### config.mk
export PLATFORM = sky130hd
export DESIGN_NAME = banker_safety_allocator
export DESIGN_NICKNAME = d
export VERILOG_FILES = /design/src/rtl/bsa_pkg.sv /design/src/rtl/banker_safety_allocator.sv /design/src/rtl/bsa_ctrl.sv /design/src/rtl/bsa_dpath.sv
export SDC_FILE = /design/constraint.sdc
export NUM_CORES = 2
export LEC_CHECK = 0
export BUFFER_PORTS_ARGS = -buffer_cell sky130_fd_sc_hd__clkbuf_2
export CORE_MARGIN = 1
export CORE_UTILIZATION = 30
export DETAILED_ROUTE_END_ITERATION = 8
export PLACE_DENSITY = 0.55
export SKIP_CTS_REPAIR_TIMING = 1
export SLEW_MARGIN = 20
export SYNTH_ARGS = -nofsm -noshare
export SYNTH_HDL_FRONTEND = slang
export SYNTH_SLANG_ARGS = --single-unit
### constraint.sdc
create_clock -name clk -period 8.67 [get_ports clk]
set_input_delay 0 -clock clk [delete_from_list [all_inputs] [get_ports clk]]
set_output_delay 0 -clock clk [all_outputs]
set_load 0.01 [all_outputs]
### src/rtl/bsa_pkg.sv
// ----------------------------------------------------------------------------
// Banker's allocator package
// Operation and status codes, port field widths and the command and status
// bundles exchanged between the controller and the datapath.
// ----------------------------------------------------------------------------
package bsa_pkg;

    localparam int FIELD_BITS  = 8;
    localparam int CUST_BITS   = 3;
    localparam int MODE_BITS   = 2;
    localparam int STATUS_BITS = 3;
    localparam int PORT_RES    = 4;
    localparam int TDATA_BITS  = 40;

    localparam logic [MODE_BITS-1:0] MODE_LOAD    = 2'd0;
    localparam logic [MODE_BITS-1:0] MODE_REQUEST = 2'd1;
    localparam logic [MODE_BITS-1:0] MODE_RELEASE = 2'd2;
    localparam logic [MODE_BITS-1:0] MODE_SETPOOL = 2'd3;

    localparam logic [STATUS_BITS-1:0] ST_OK        = 3'd0;
    localparam logic [STATUS_BITS-1:0] ST_POOL      = 3'd1;
    localparam logic [STATUS_BITS-1:0] ST_UNSAFE    = 3'd2;
    localparam logic [STATUS_BITS-1:0] ST_NEED      = 3'd3;
    localparam logic [STATUS_BITS-1:0] ST_OVER_FREE = 3'd4;

    typedef struct packed {
        logic capture;
        logic rd_walk;
        logic exec;
        logic walk_init;
        logic walk_step;
        logic rollback;
        logic result_load;
    } bsa_cmd_t;

    typedef struct packed {
        logic grant;
        logic walk_safe;
        logic walk_fail;
        logic out_free;
    } bsa_stat_t;

endpackage

### src/rtl/banker_safety_allocator.sv
// ----------------------------------------------------------------------------
// Banker's safety allocator
// Keeps per-customer maximum claims and allocations plus an available pool,
// and grants a request only when the resulting state stays safe.
// ----------------------------------------------------------------------------
// The block takes one request at a time and returns one result for each.
// Loads, releases, pool writes and denied requests go from acceptance
// through the table read and the operation step to the result register. A
// request that passes the need and pool checks runs the safety walk, which
// reads one customer row per cycle from the table memory and sweeps all
// customers per pass; it ends as soon as every customer has finished or a
// pass makes no progress, and an unsafe grant is then rolled back. A result
// waits in the output register while the next request is taken.
module banker_safety_allocator #(
    parameter int CUSTOMERS   = 8,
    parameter int RESOURCES   = 4,
    parameter int AMOUNT_BITS = 8
) (
    input  logic                               clk,
    input  logic                               rst_n,
    input  logic                               s_tvalid,
    output logic                               s_tready,
    // customer[2:0], amount_0[10:3], amount_1[18:11], amount_2[26:19], amount_3[34:27]
    input  logic [bsa_pkg::TDATA_BITS-1:0]     s_tdata,
    // mode[1:0]
    input  logic [bsa_pkg::MODE_BITS-1:0]      s_tuser,
    output logic                               m_tvalid,
    input  logic                               m_tready,
    // status[2:0], pool_0[10:3], pool_1[18:11], pool_2[26:19], pool_3[34:27]
    output logic [bsa_pkg::TDATA_BITS-1:0]     m_tdata
);
    import bsa_pkg::*;

    localparam int AMT_LSB  = CUST_BITS;
    localparam int POOL_LSB = STATUS_BITS;
    localparam int USED     = STATUS_BITS + PORT_RES * FIELD_BITS;

    bsa_cmd_t                            cmd;
    bsa_stat_t                           stat;
    logic [PORT_RES-1:0][FIELD_BITS-1:0] in_amount;
    logic [PORT_RES-1:0][FIELD_BITS-1:0] out_pool;
    logic [STATUS_BITS-1:0]              out_status;

    for (genvar g = 0; g < PORT_RES; g++)
    begin : g_fields
        assign in_amount[g] = s_tdata[AMT_LSB + g * FIELD_BITS +: FIELD_BITS];
        assign m_tdata[POOL_LSB + g * FIELD_BITS +: FIELD_BITS] = out_pool[g];
    end

    assign m_tdata[STATUS_BITS-1:0]    = out_status;
    assign m_tdata[TDATA_BITS-1:USED]  = '0;

    bsa_ctrl u_ctrl (
        .clk      (clk),
        .rst_n    (rst_n),
        .in_valid (s_tvalid),
        .in_ready (s_tready),
        .stat     (stat),
        .cmd      (cmd)
    );

    bsa_dpath #(
        .CUSTOMERS   (CUSTOMERS),
        .RESOURCES   (RESOURCES),
        .AMOUNT_BITS (AMOUNT_BITS)
    ) u_dpath (
        .clk         (clk),
        .rst_n       (rst_n),
        .cmd         (cmd),
        .stat        (stat),
        .in_mode     (s_tuser),
        .in_customer (s_tdata[CUST_BITS-1:0]),
        .in_amount   (in_amount),
        .out_ready   (m_tready),
        .out_valid   (m_tvalid),
        .out_status  (out_status),
        .out_pool    (out_pool)
    );

endmodule

### src/rtl/bsa_ctrl.sv
// ----------------------------------------------------------------------------
// Banker's allocator controller
// Sequences one request at a time: table read, operation, optional safety
// walk with rollback, and hand-off to the result register.
// ----------------------------------------------------------------------------
module bsa_ctrl (
    input  logic               clk,
    input  logic               rst_n,
    input  logic               in_valid,
    output logic               in_ready,
    input  bsa_pkg::bsa_stat_t stat,
    output bsa_pkg::bsa_cmd_t  cmd
);
    import bsa_pkg::*;

    localparam logic [2:0] S_IDLE = 3'd0;
    localparam logic [2:0] S_READ = 3'd1;
    localparam logic [2:0] S_EXEC = 3'd2;
    localparam logic [2:0] S_INIT = 3'd3;
    localparam logic [2:0] S_WALK = 3'd4;
    localparam logic [2:0] S_BACK = 3'd5;
    localparam logic [2:0] S_DONE = 3'd6;

    logic [2:0] state_reg;
    logic [2:0] state_next;

    assign in_ready = (state_reg == S_IDLE);

    always_comb
    begin
        cmd        = '0;
        state_next = state_reg;
        case (state_reg)
            S_IDLE:
            begin
                if (in_valid)
                begin
                    cmd.capture = 1'b1;
                    state_next  = S_READ;
                end
            end
            S_READ:
            begin
                state_next = S_EXEC;
            end
            S_EXEC:
            begin
                cmd.exec   = 1'b1;
                state_next = stat.grant ? S_INIT : S_DONE;
            end
            S_INIT:
            begin
                cmd.walk_init = 1'b1;
                state_next    = S_WALK;
            end
            S_WALK:
            begin
                cmd.walk_step = 1'b1;
                cmd.rd_walk   = 1'b1;
                if (stat.walk_safe)
                begin
                    state_next = S_DONE;
                end
                else if (stat.walk_fail)
                begin
                    state_next = S_BACK;
                end
            end
            S_BACK:
            begin
                cmd.rollback = 1'b1;
                state_next   = S_DONE;
            end
            S_DONE:
            begin
                if (stat.out_free)
                begin
                    cmd.result_load = 1'b1;
                    state_next      = S_IDLE;
                end
            end
            default:
            begin
                state_next = S_IDLE;
            end
        endcase
    end

    always_ff @(posedge clk or negedge rst_n)
    begin
        if (!rst_n)
        begin
            state_reg <= S_IDLE;
        end
        else
        begin
            state_reg <= state_next;
        end
    end

endmodule

### src/rtl/bsa_dpath.sv
// ----------------------------------------------------------------------------
// Banker's allocator datapath
// Customer table memory, available pool, safety walk work vector and
// finished flags, and the result register.
// ----------------------------------------------------------------------------
module bsa_dpath #(
    parameter int CUSTOMERS   = 8,
    parameter int RESOURCES   = 4,
    parameter int AMOUNT_BITS = 8
) (
    input  logic                                                       clk,
    input  logic                                                       rst_n,
    input  bsa_pkg::bsa_cmd_t                                          cmd,
    output bsa_pkg::bsa_stat_t                                         stat,
    input  logic [bsa_pkg::MODE_BITS-1:0]                              in_mode,
    input  logic [bsa_pkg::CUST_BITS-1:0]                              in_customer,
    input  logic [bsa_pkg::PORT_RES-1:0][bsa_pkg::FIELD_BITS-1:0]      in_amount,
    input  logic                                                       out_ready,
    output logic                                                       out_valid,
    output logic [bsa_pkg::STATUS_BITS-1:0]                            out_status,
    output logic [bsa_pkg::PORT_RES-1:0][bsa_pkg::FIELD_BITS-1:0]      out_pool
);
    import bsa_pkg::*;

    localparam int IDX_BITS  = $clog2(CUSTOMERS);
    localparam int EXT_BITS  = IDX_BITS + CUST_BITS;
    localparam int WORK_BITS = AMOUNT_BITS + IDX_BITS + 1;

    typedef logic [RESOURCES-1:0][AMOUNT_BITS-1:0] vec_t;
    typedef logic [RESOURCES-1:0][WORK_BITS-1:0]   work_t;
    typedef struct packed {
        vec_t maxc;
        vec_t alloc;
    } row_t;

    logic [MODE_BITS-1:0]   mode_reg;
    logic [IDX_BITS-1:0]    cust_reg;
    logic                   in_range_reg;
    vec_t                   amt_reg;
    vec_t                   amt_in;
    logic [EXT_BITS-1:0]    cust_ext;

    row_t                   mem [CUSTOMERS];
    logic [CUSTOMERS-1:0]   row_valid_reg;
    row_t                   rd_data_reg;
    logic                   rd_valid_reg;
    logic [IDX_BITS-1:0]    rd_addr;
    row_t                   row_eff;
    row_t                   cust_row;
    logic                   wr_en;
    row_t                   wr_data;

    vec_t                   pool_reg;
    vec_t                   pool_save_reg;
    row_t                   save_row_reg;
    logic [STATUS_BITS-1:0] status_reg;

    logic                   over_need;
    logic                   over_pool;
    logic                   over_alloc;
    logic                   grant;
    logic                   exec_wr;
    row_t                   exec_row;
    vec_t                   exec_pool;
    logic [STATUS_BITS-1:0] exec_status;
    vec_t                   need_c;
    vec_t                   rel_pool;
    logic [AMOUNT_BITS:0]   rel_sum;

    work_t                  work_reg;
    logic [CUSTOMERS-1:0]   done_reg;
    logic [CUSTOMERS-1:0]   done_next;
    logic                   progress_reg;
    logic [IDX_BITS-1:0]    scan_idx_reg;
    logic [IDX_BITS-1:0]    chk_idx_reg;
    logic                   chk_valid_reg;
    logic                   fits;
    logic                   fit;
    logic                   pass_end;
    logic                   all_done;
    logic [AMOUNT_BITS-1:0] need_w;

    logic                   out_valid_reg;
    logic [STATUS_BITS-1:0] out_status_reg;
    logic [PORT_RES-1:0][FIELD_BITS-1:0] out_pool_reg;
    logic [PORT_RES-1:0][FIELD_BITS-1:0] pool_view;

    always_comb
    begin
        for (int r = 0; r < RESOURCES; r++)
        begin
            amt_in[r] = AMOUNT_BITS'(in_amount[r]);
        end
    end

    for (genvar g = 0; g < PORT_RES; g++)
    begin : g_view
        if (g < RESOURCES)
        begin : g_used
            assign pool_view[g] = FIELD_BITS'(pool_reg[g]);
        end
        else
        begin : g_unused
            assign pool_view[g] = '0;
        end
    end

    assign cust_ext = EXT_BITS'(in_customer);

    always_ff @(posedge clk)
    begin
        if (cmd.capture)
        begin
            mode_reg     <= in_mode;
            cust_reg     <= cust_ext[IDX_BITS-1:0];
            in_range_reg <= (cust_ext < EXT_BITS'(CUSTOMERS));
            amt_reg      <= amt_in;
        end
    end

    assign rd_addr  = cmd.rd_walk ? scan_idx_reg : cust_reg;
    assign row_eff  = rd_valid_reg ? rd_data_reg : '0;
    assign cust_row = in_range_reg ? row_eff : '0;

    always_ff @(posedge clk)
    begin
        if (wr_en)
        begin
            mem[cust_reg] <= wr_data;
        end
        rd_data_reg <= mem[rd_addr];
    end

    always_ff @(posedge clk or negedge rst_n)
    begin
        if (!rst_n)
        begin
            row_valid_reg <= '0;
            rd_valid_reg  <= 1'b0;
        end
        else
        begin
            if (wr_en)
            begin
                row_valid_reg[cust_reg] <= 1'b1;
            end
            rd_valid_reg <= row_valid_reg[rd_addr];
        end
    end

    always_comb
    begin
        over_need  = 1'b0;
        over_pool  = 1'b0;
        over_alloc = 1'b0;
        rel_sum    = '0;
        for (int r = 0; r < RESOURCES; r++)
        begin
            need_c[r] = cust_row.maxc[r] - cust_row.alloc[r];
            if (amt_reg[r] > need_c[r])
            begin
                over_need = 1'b1;
            end
            if (amt_reg[r] > pool_reg[r])
            begin
                over_pool = 1'b1;
            end
            if (amt_reg[r] > cust_row.alloc[r])
            begin
                over_alloc = 1'b1;
            end
            rel_sum     = {1'b0, pool_reg[r]} + {1'b0, amt_reg[r]};
            rel_pool[r] = rel_sum[AMOUNT_BITS] ? '1 : rel_sum[AMOUNT_BITS-1:0];
        end
    end

    assign grant = (mode_reg == MODE_REQUEST) && !over_need && !over_pool;

    always_comb
    begin
        exec_wr     = 1'b0;
        exec_row    = cust_row;
        exec_pool   = pool_reg;
        exec_status = ST_OK;
        case (mode_reg)
            MODE_LOAD:
            begin
                exec_wr        = in_range_reg;
                exec_row.maxc  = amt_reg;
                exec_row.alloc = '0;
            end
            MODE_REQUEST:
            begin
                if (over_need)
                begin
                    exec_status = ST_NEED;
                end
                else if (over_pool)
                begin
                    exec_status = ST_POOL;
                end
                else
                begin
                    exec_wr = in_range_reg;
                    for (int r = 0; r < RESOURCES; r++)
                    begin
                        exec_row.alloc[r] = cust_row.alloc[r] + amt_reg[r];
                        exec_pool[r]      = pool_reg[r] - amt_reg[r];
                    end
                end
            end
            MODE_RELEASE:
            begin
                if (over_alloc)
                begin
                    exec_status = ST_OVER_FREE;
                end
                else if (in_range_reg)
                begin
                    exec_wr   = 1'b1;
                    exec_pool = rel_pool;
                    for (int r = 0; r < RESOURCES; r++)
                    begin
                        exec_row.alloc[r] = cust_row.alloc[r] - amt_reg[r];
                    end
                end
            end
            default:
            begin
                exec_pool = amt_reg;
            end
        endcase
    end

    assign wr_en   = (cmd.exec && exec_wr) || (cmd.rollback && in_range_reg);
    assign wr_data = cmd.rollback ? save_row_reg : exec_row;

    always_ff @(posedge clk or negedge rst_n)
    begin
        if (!rst_n)
        begin
            pool_reg <= '0;
        end
        else if (cmd.exec)
        begin
            pool_reg <= exec_pool;
        end
        else if (cmd.rollback)
        begin
            pool_reg <= pool_save_reg;
        end
    end

    always_ff @(posedge clk)
    begin
        if (cmd.exec)
        begin
            save_row_reg  <= cust_row;
            pool_save_reg <= pool_reg;
            status_reg    <= exec_status;
        end
        else if (cmd.rollback)
        begin
            status_reg <= ST_UNSAFE;
        end
    end

    always_comb
    begin
        fits   = 1'b1;
        need_w = '0;
        for (int r = 0; r < RESOURCES; r++)
        begin
            need_w = row_eff.maxc[r] - row_eff.alloc[r];
            if (WORK_BITS'(need_w) > work_reg[r])
            begin
                fits = 1'b0;
            end
        end
        fit       = cmd.walk_step && chk_valid_reg && !done_reg[chk_idx_reg] && fits;
        done_next = done_reg;
        if (fit)
        begin
            done_next[chk_idx_reg] = 1'b1;
        end
    end

    assign all_done = &done_next;
    assign pass_end = cmd.walk_step && chk_valid_reg
                      && (chk_idx_reg == IDX_BITS'(CUSTOMERS - 1));

    always_ff @(posedge clk or negedge rst_n)
    begin
        if (!rst_n)
        begin
            done_reg      <= '0;
            progress_reg  <= 1'b0;
            scan_idx_reg  <= '0;
            chk_idx_reg   <= '0;
            chk_valid_reg <= 1'b0;
        end
        else if (cmd.walk_init)
        begin
            done_reg      <= '0;
            progress_reg  <= 1'b0;
            scan_idx_reg  <= '0;
            chk_valid_reg <= 1'b0;
        end
        else if (cmd.walk_step)
        begin
            done_reg      <= done_next;
            progress_reg  <= pass_end ? 1'b0 : (progress_reg || fit);
            scan_idx_reg  <= (scan_idx_reg == IDX_BITS'(CUSTOMERS - 1)) ? '0
                                                                        : scan_idx_reg + 1'b1;
            chk_idx_reg   <= scan_idx_reg;
            chk_valid_reg <= 1'b1;
        end
    end

    always_ff @(posedge clk)
    begin
        if (cmd.walk_init)
        begin
            for (int r = 0; r < RESOURCES; r++)
            begin
                work_reg[r] <= WORK_BITS'(pool_reg[r]);
            end
        end
        else if (fit)
        begin
            for (int r = 0; r < RESOURCES; r++)
            begin
                work_reg[r] <= work_reg[r] + WORK_BITS'(row_eff.alloc[r]);
            end
        end
    end

    always_ff @(posedge clk or negedge rst_n)
    begin
        if (!rst_n)
        begin
            out_valid_reg <= 1'b0;
        end
        else if (cmd.result_load)
        begin
            out_valid_reg <= 1'b1;
        end
        else if (out_ready)
        begin
            out_valid_reg <= 1'b0;
        end
    end

    always_ff @(posedge clk)
    begin
        if (cmd.result_load)
        begin
            out_status_reg <= status_reg;
            out_pool_reg   <= pool_view;
        end
    end

    assign stat.grant     = grant;
    assign stat.walk_safe = cmd.walk_step && all_done;
    assign stat.walk_fail = pass_end && !all_done && !(progress_reg || fit);
    assign stat.out_free  = !out_valid_reg || out_ready;

    assign out_valid  = out_valid_reg;
    assign out_status = out_status_reg;
    assign out_pool   = out_pool_reg;

endmodule

* Word level (Yosys, flattened, before mapping)
Memory sizes are Yosys's and may differ from the RTL's. A register that Yosys moved wholly into a read port is not among the register bits. Index checks and enable logic that the tools add are counted.
Cells by class: reductions and logical operators 32, order comparisons 22, bitwise operators 3, muxes and demuxes 87, add/subtract/negate cells 29, equality and inequality tests 18
Operator list (count):
- $mux 32 | 11
- $mux 64 | 3
- $pmux 32 s3 | 2
- $sub 8x8->8 | 16
- $gt 8x8->1 | 12
- $mux 44 | 2
- $mux 8 | 7
- $add 12x8->12 | 4
- $gt 8x12->1 | 4
- $mux 1 | 42
- $add 8x8->9 | 4
- $mux 3 | 12
- $add 8x8->8 | 4
- $pmux 3 s7 | 1
- $lt 3x4->1 const B | 4
- $or 8x8->8 | 2
- $eq 3x3->1 const B | 5
- $ne 3x3->1 const B | 5
- $logic_and 1x1->1 | 13
- $reduce_and 8->1 | 1
- $reduce_bool 2->1 | 4
- $bmux 1 s3 | 2
- $demux 1 s3 | 2
- $eq 3x2->1 const B | 2
- 17 further kinds | 27
Word-level totals: bits of input ports 46, register bits after elaboration 281, memories 1, word-level logic and storage cells 238, memory bits (writable) 512
Memory list:
- u_dpath.mem | words 8, width 64, read ports 1, clocked after Yosys merged registers in 1, write ports 1, RTL line bsa_dpath.sv:43 | row_t mem [CUSTOMERS];

* Logic depth before layout (Yosys ltp)
depth in word-level cells 16, mapped depth 26, mapped depth without buffers 22

* By module
From an unflattened synthesis, not the netlist that was laid out.
Unflattened totals: cells, all modules 3206, area total of the unflattened synthesis 42771.0 um^2
Modules (own cells, without submodules):
- bsa_dpath | sequential area each 24523.5 um^2, cells an instance 3173, area each 42492.0 um^2, instances 1
- bsa_ctrl | sequential area each 75.1 um^2, cells an instance 27, area each 237.7 um^2, instances 1
- banker_safety_allocator | sequential area each 0.0 um^2, cells an instance 6, area each 41.3 um^2, instances 1

* Worst setup path before layout
No wires, ideal clock.
path kind register to register, from register u_dpath.rd_valid_reg, to memory u_dpath.mem[6][0] (netlist bit) (enable), clock period less this slack 9597 ps, buffers on the path 3, arrival time 9017 ps, path slack -927 ps, required time 8090 ps, stages on the path, launching flop included 24, path through dfrtp_1 -> buf_2 -> clkbuf_1 -> clkbuf_1 -> nand2_1 -> inv_1 -> ha_1 -> nor2b_1 -> o21ai_0 -> nand2b_1 -> a21o_1 -> a21o_1 -> a21o_1 -> a21o_1 -> xor2_1 -> inv_1 -> ha_1 -> a211o_1 -> a211oi_1 -> o32ai_1 -> nor4_2 -> or4_1 -> nand3_1 -> nor3b_1
RTL lines:
- start: declaration | RTL line bsa_dpath.sv:46 | logic rd_valid_reg;
- start signal: assignment | RTL line bsa_dpath.sv:147 | rd_valid_reg <= row_valid_reg[rd_addr];
- end: declaration | RTL line bsa_dpath.sv:43

* Final worst setup path
from register u_dpath.rd_valid_reg, to memory u_dpath.mem[4][59] (netlist bit) (enable)
Between the ends: cells in the longest elaborated chain, start to end 14
RTL lines:
- $mux 64 (*) | RTL line bsa_dpath.sv:122 | assign row_eff = rd_valid_reg ? rd_data_reg : '0;
- $mux 64 (*) | RTL line bsa_dpath.sv:123 | assign cust_row = in_range_reg ? row_eff : '0;
- $sub 8x8->8 | RTL line bsa_dpath.sv:159 | need_c[r] = cust_row.maxc[r] - cust_row.alloc[r];
- $gt 8x8->1 | RTL line bsa_dpath.sv:160 | if (amt_reg[r] > need_c[r])
- $mux 1 (4 in series) | RTL line bsa_dpath.sv:160
- $mux 1 | RTL line bsa_dpath.sv:194 | if (over_need)
- $pmux 1 s3 (*) | RTL line bsa_dpath.sv:185 | case (mode_reg)
- $logic_and 1x1->1 (*) | RTL line bsa_dpath.sv:235 | assign wr_en = (cmd.exec && exec_wr) || (cmd.rollback && in_range_reg);
- $logic_or 1x1->1 (*) | RTL line bsa_dpath.sv:235
- $mux 1 (*) | RTL line bsa_dpath.sv:127 | if (wr_en)
- $mux 1 (not written as such) (*) | RTL line bsa_dpath.sv:129 | mem[cust_reg] <= wr_data;
Every way passes the cells marked *; elsewhere a longest branch is shown, timed or not.

==> metrics.md <==
| Metric | Value |
|---|---|
| Status | finished, final reports clean |
| Core area | 0.1400 sq mm |
| Die X-Extent | 378.5 um |
| FF-to-FF setup slack | 1.82 ns |
| Synth top area share | 50.49% |
| Leakage power | 0.01883 uW |
| Slowest-stage cell, CP | dfrtp_2 |
| Total gr overflow | 0 |
| R2R cell count | 22 |
| Hold path startpoint | s_tdata[19] |
| Crit-path cells | and2_1, inv_1, ha_1, nor2b_1, o21ai_0, nand2b_1, a21o_1, a21o_1, a21o_1, a21o_1, xor2_1, inv_1, ha_1, a21oi_1, o21ai_0, o21ai_0, nand4bb_1, nor4_4, or4_1, and3b_1, and3b_4, buf_4 |
| WP buf/inv | 3 |
| Final hold vios | 0 |
| Final HPWL DP | 73390 um |
| Synth warnings | 0 |
| EDFF count, synth | 715 |
| Cells after Synth | 3932 |
| Cell Rows | 137 |
| Die ar. | 0.1432 sq mm |
| Synthesized cell area | 0.04252 sq mm |
| Post-synth ARST share | 7.126% |
| Delay-heaviest family, CP | simple AND/OR/NAND/NOR gates |
| Worst Path Max Fanout | 36 |
| CP Launch Type | flip-flop |
| Sw power | 7842 uW |
| RSZ-0062 raised after global routing | false |
| HP Class | in -> reg |
| Synth Flop Type | edfxtp_1 |
| Clock Tree Buf Depth | 3 |
| Register area share after synthesis | 57.85% |
| Synth area leaders | edfxtp_1 50%, ha_1 7.4%, nand2_1 6.9%, nand3_1 4.2%, dfxtp_1 3.8% |
| Post-synth cell types | 83 |
| Vias per cell | 4.898 |
| Syn_area_per_cell | 10.81 sq um |
| Comb power frac | 45.8% |
| First-pass GRT wire length | 170700 um |
| Final Critical Period | 6.849 ns |
| Final setup fails | 0 |
| Leading cell type in the layout, fill and taps excluded | nand2_1 |
| Relative slew slack | 19.99% |
| Share of layout cells above drive strength 1 | 7.658% |
| H-tree levels | 3 |
| Reg2reg start | u_dpath.rd_valid_reg$_DFF_PN0_ |
| Clock Sink Count | 856 |
| Worst Tran Pin Value | 1.188 ns |
| Area Overhead vs Synth | 14.20% |
| Total CTS buffers | 87 |
| Max Clock Freq | 0.1460 GHz |
| Worst r2r dst | u_dpath.mem[4][59]$_DFFE_PP_ |
| Post-synth top area cell | edfxtp_1 |
| Diode count | 0 |
| Worst Hold Depth | 2 |
| Critical path arrival | 7.16 ns |
| Layout Nets | 4318 |
| Port Buf Inserts | 77 |
| Initial Util | 30.36% |
| Post-route DRC | 0 |
| Root Buffer | clkbuf_16 |
| Worst hold endpoint | u_dpath.amt_reg[16]$_DFFE_PP_ |
| Crit Path Class | reg -> reg |
| Final WL | 111900 um |
| Fin. max-slew vios | 0 |
| Vias | 29145 |
| CTS tree | built |
| Boundary Pins | 88 |
| Initial detailed-routing violation count | 1984 |
| CP peak stage delay | 0.79 ns |
| GRT Overall Usage | 15.43% |
| Height of the die | 378.5 um |
| Setup TNS | 0 ns |
| Reg clk slew, reported paths | 0.07 ns |
| VDD IR max | 0.3246 mV |
| Number of global-route vias before repair | 27704 |
| Crit. End Element | flip-flop |
| Register share of total power | 33.1% |
| Largest net degree at the start of global routing | 163 |
| Initial antenna violation count | 1 |
| DR WL/cell | 18.80 um |
| Max cap viols | 0 |
| Clk_lat worst skew | 0.70 ns |
| Clock power share | 21.1% |
| RePlAce Congestion | 0.8671 |
| Drt pass-1 iters | 6 |
| Worst Path Required | 8.98 ns |
| Sw frac | 41.37% |
| Power Total | 18960 uW |
| Most frequent cells in the layout | 777 x nand2_1, 715 x edfxtp_1, 355 x nand3_1 |
| Synth Register Bits | 856 |
| Pwr Density | 390.4 mW/mm^2 |
| Clock Skew | 0.02643 ns |
| Most frequent CP cell | a21o_1 |
| Crit share post-route | 79.00% |
| Antenna-violating nets left | 0 |
| Max reg flops | 512 |
| Internal | 11120 uW |
cell families after synthesis:
logic type / Yosys count / synth area share (%)
adders and majority gates: 277 / 8.492
buffers and inverters: 410 / 3.725
muxes: 33 / 0.8416
xor gates and xnor gates: 133 / 2.740
DFF: 856 / 57.85
other: 1 / 0.008819
AOI/OAI and AO/OA: 725 / 10.76
and+or+nand+nor: 1497 / 15.58
stage by stage:
stage	instance area (sq um)	setup slack (ns)	std cells	hold slack [ns]	util (%)
2_1_floorplan	42540	-0.9266	3936	-0.2956	-
3_3_place_gp	45150	1.862	5747	0.1774	32.24
3_5_place_dp	45150	1.809	5747	0.1786	32.24
4_1_cts	48160	1.754	5910	-0.5717	34.39
5_1_grt	48560	1.391	5950	0.01999	34.67
6_report	48560	1.821	5950	0.02142	34.67
synthesized netlist by cell type (17+ instances only):
cell / n
a211oi_1: 29
a21o_1: 47
a21oi_1: 189
a221oi_1: 21
a31oi_1: 17
and2_1: 46
buf_1: 17
clkbuf_1: 163
dfrtp_1: 61
dfxtp_1: 80
edfxtp_1: 715
fa_1: 21
ha_1: 251
inv_1: 205
mux2i_1: 29
nand2_1: 779
nand2b_1: 19
nand3_1: 355
nand4_1: 23
nor2_1: 148
nor2b_1: 28
nor3_1: 35
o211ai_1: 24
o21ai_0: 194
o21ai_1: 26
o21bai_1: 34
o22ai_1: 24
xnor2_1: 74
xor2_1: 59
per-layer routing:
metal	GRT usage, %	vias to the layer above	routed length (um)
met5	0	-	0
met4	5.126	0	3054
met3	1.680	164	4590
met2	24.94	636	51230
met1	21.42	14170	52980
li1	-	14175	-
final cells by class:
class                   count  area [sq um]
fillers                 13874         91490
well taps                1876          2347
multi-input cells        2670         16490
repair buffers            176          1326
clock buffers             116          2419
flip-flops and latches    856         24600
clock inverters            47         594.3
inverters                 209         787.0
power by group through the flow:
| stage | Sequential, uW | Clock (uW) | Combinational [uW] |
|---|---|---|---|
| 6_report | 6270 | 4000 | 8690 |
| 5_1_grt | 6350 | 4230 | 9770 |
| 4_1_cts | 6270 | 4090 | 8710 |
| 3_5_place_dp | 6350 | 0 | 8670 |
| 3_3_place_gp | 6340 | 0 | 8520 |
| 2_1_floorplan | 6090 | 0 | 6250 |
worst max path at each step:
stage / start / end / slack [ns] / cells after the start
finish: u_dpath.rd_valid_reg$_DFF_PN0_ / u_dpath.mem[4][59]$_DFFE_PP_ / 1.82 / 22
global route: u_dpath.rd_valid_reg$_DFF_PN0_ / u_dpath.mem[4][59]$_DFFE_PP_ / 1.39 / 22
CTS: u_dpath.rd_valid_reg$_DFF_PN0_ / u_dpath.mem[4][2]$_DFFE_PP_ / 1.75 / 19
detailed placement: u_dpath.rd_valid_reg$_DFF_PN0_ / u_dpath.mem[4][57]$_DFFE_PP_ / 1.81 / 19
global placement: u_dpath.rd_valid_reg$_DFF_PN0_ / u_dpath.mem[4][57]$_DFFE_PP_ / 1.86 / 22
floorplan: u_dpath.rd_valid_reg$_DFF_PN0_ / u_dpath.mem[6][0]$_DFFE_PP_ / -0.93 / 23
No activity file was read; power rests on OpenSTA's default activity.
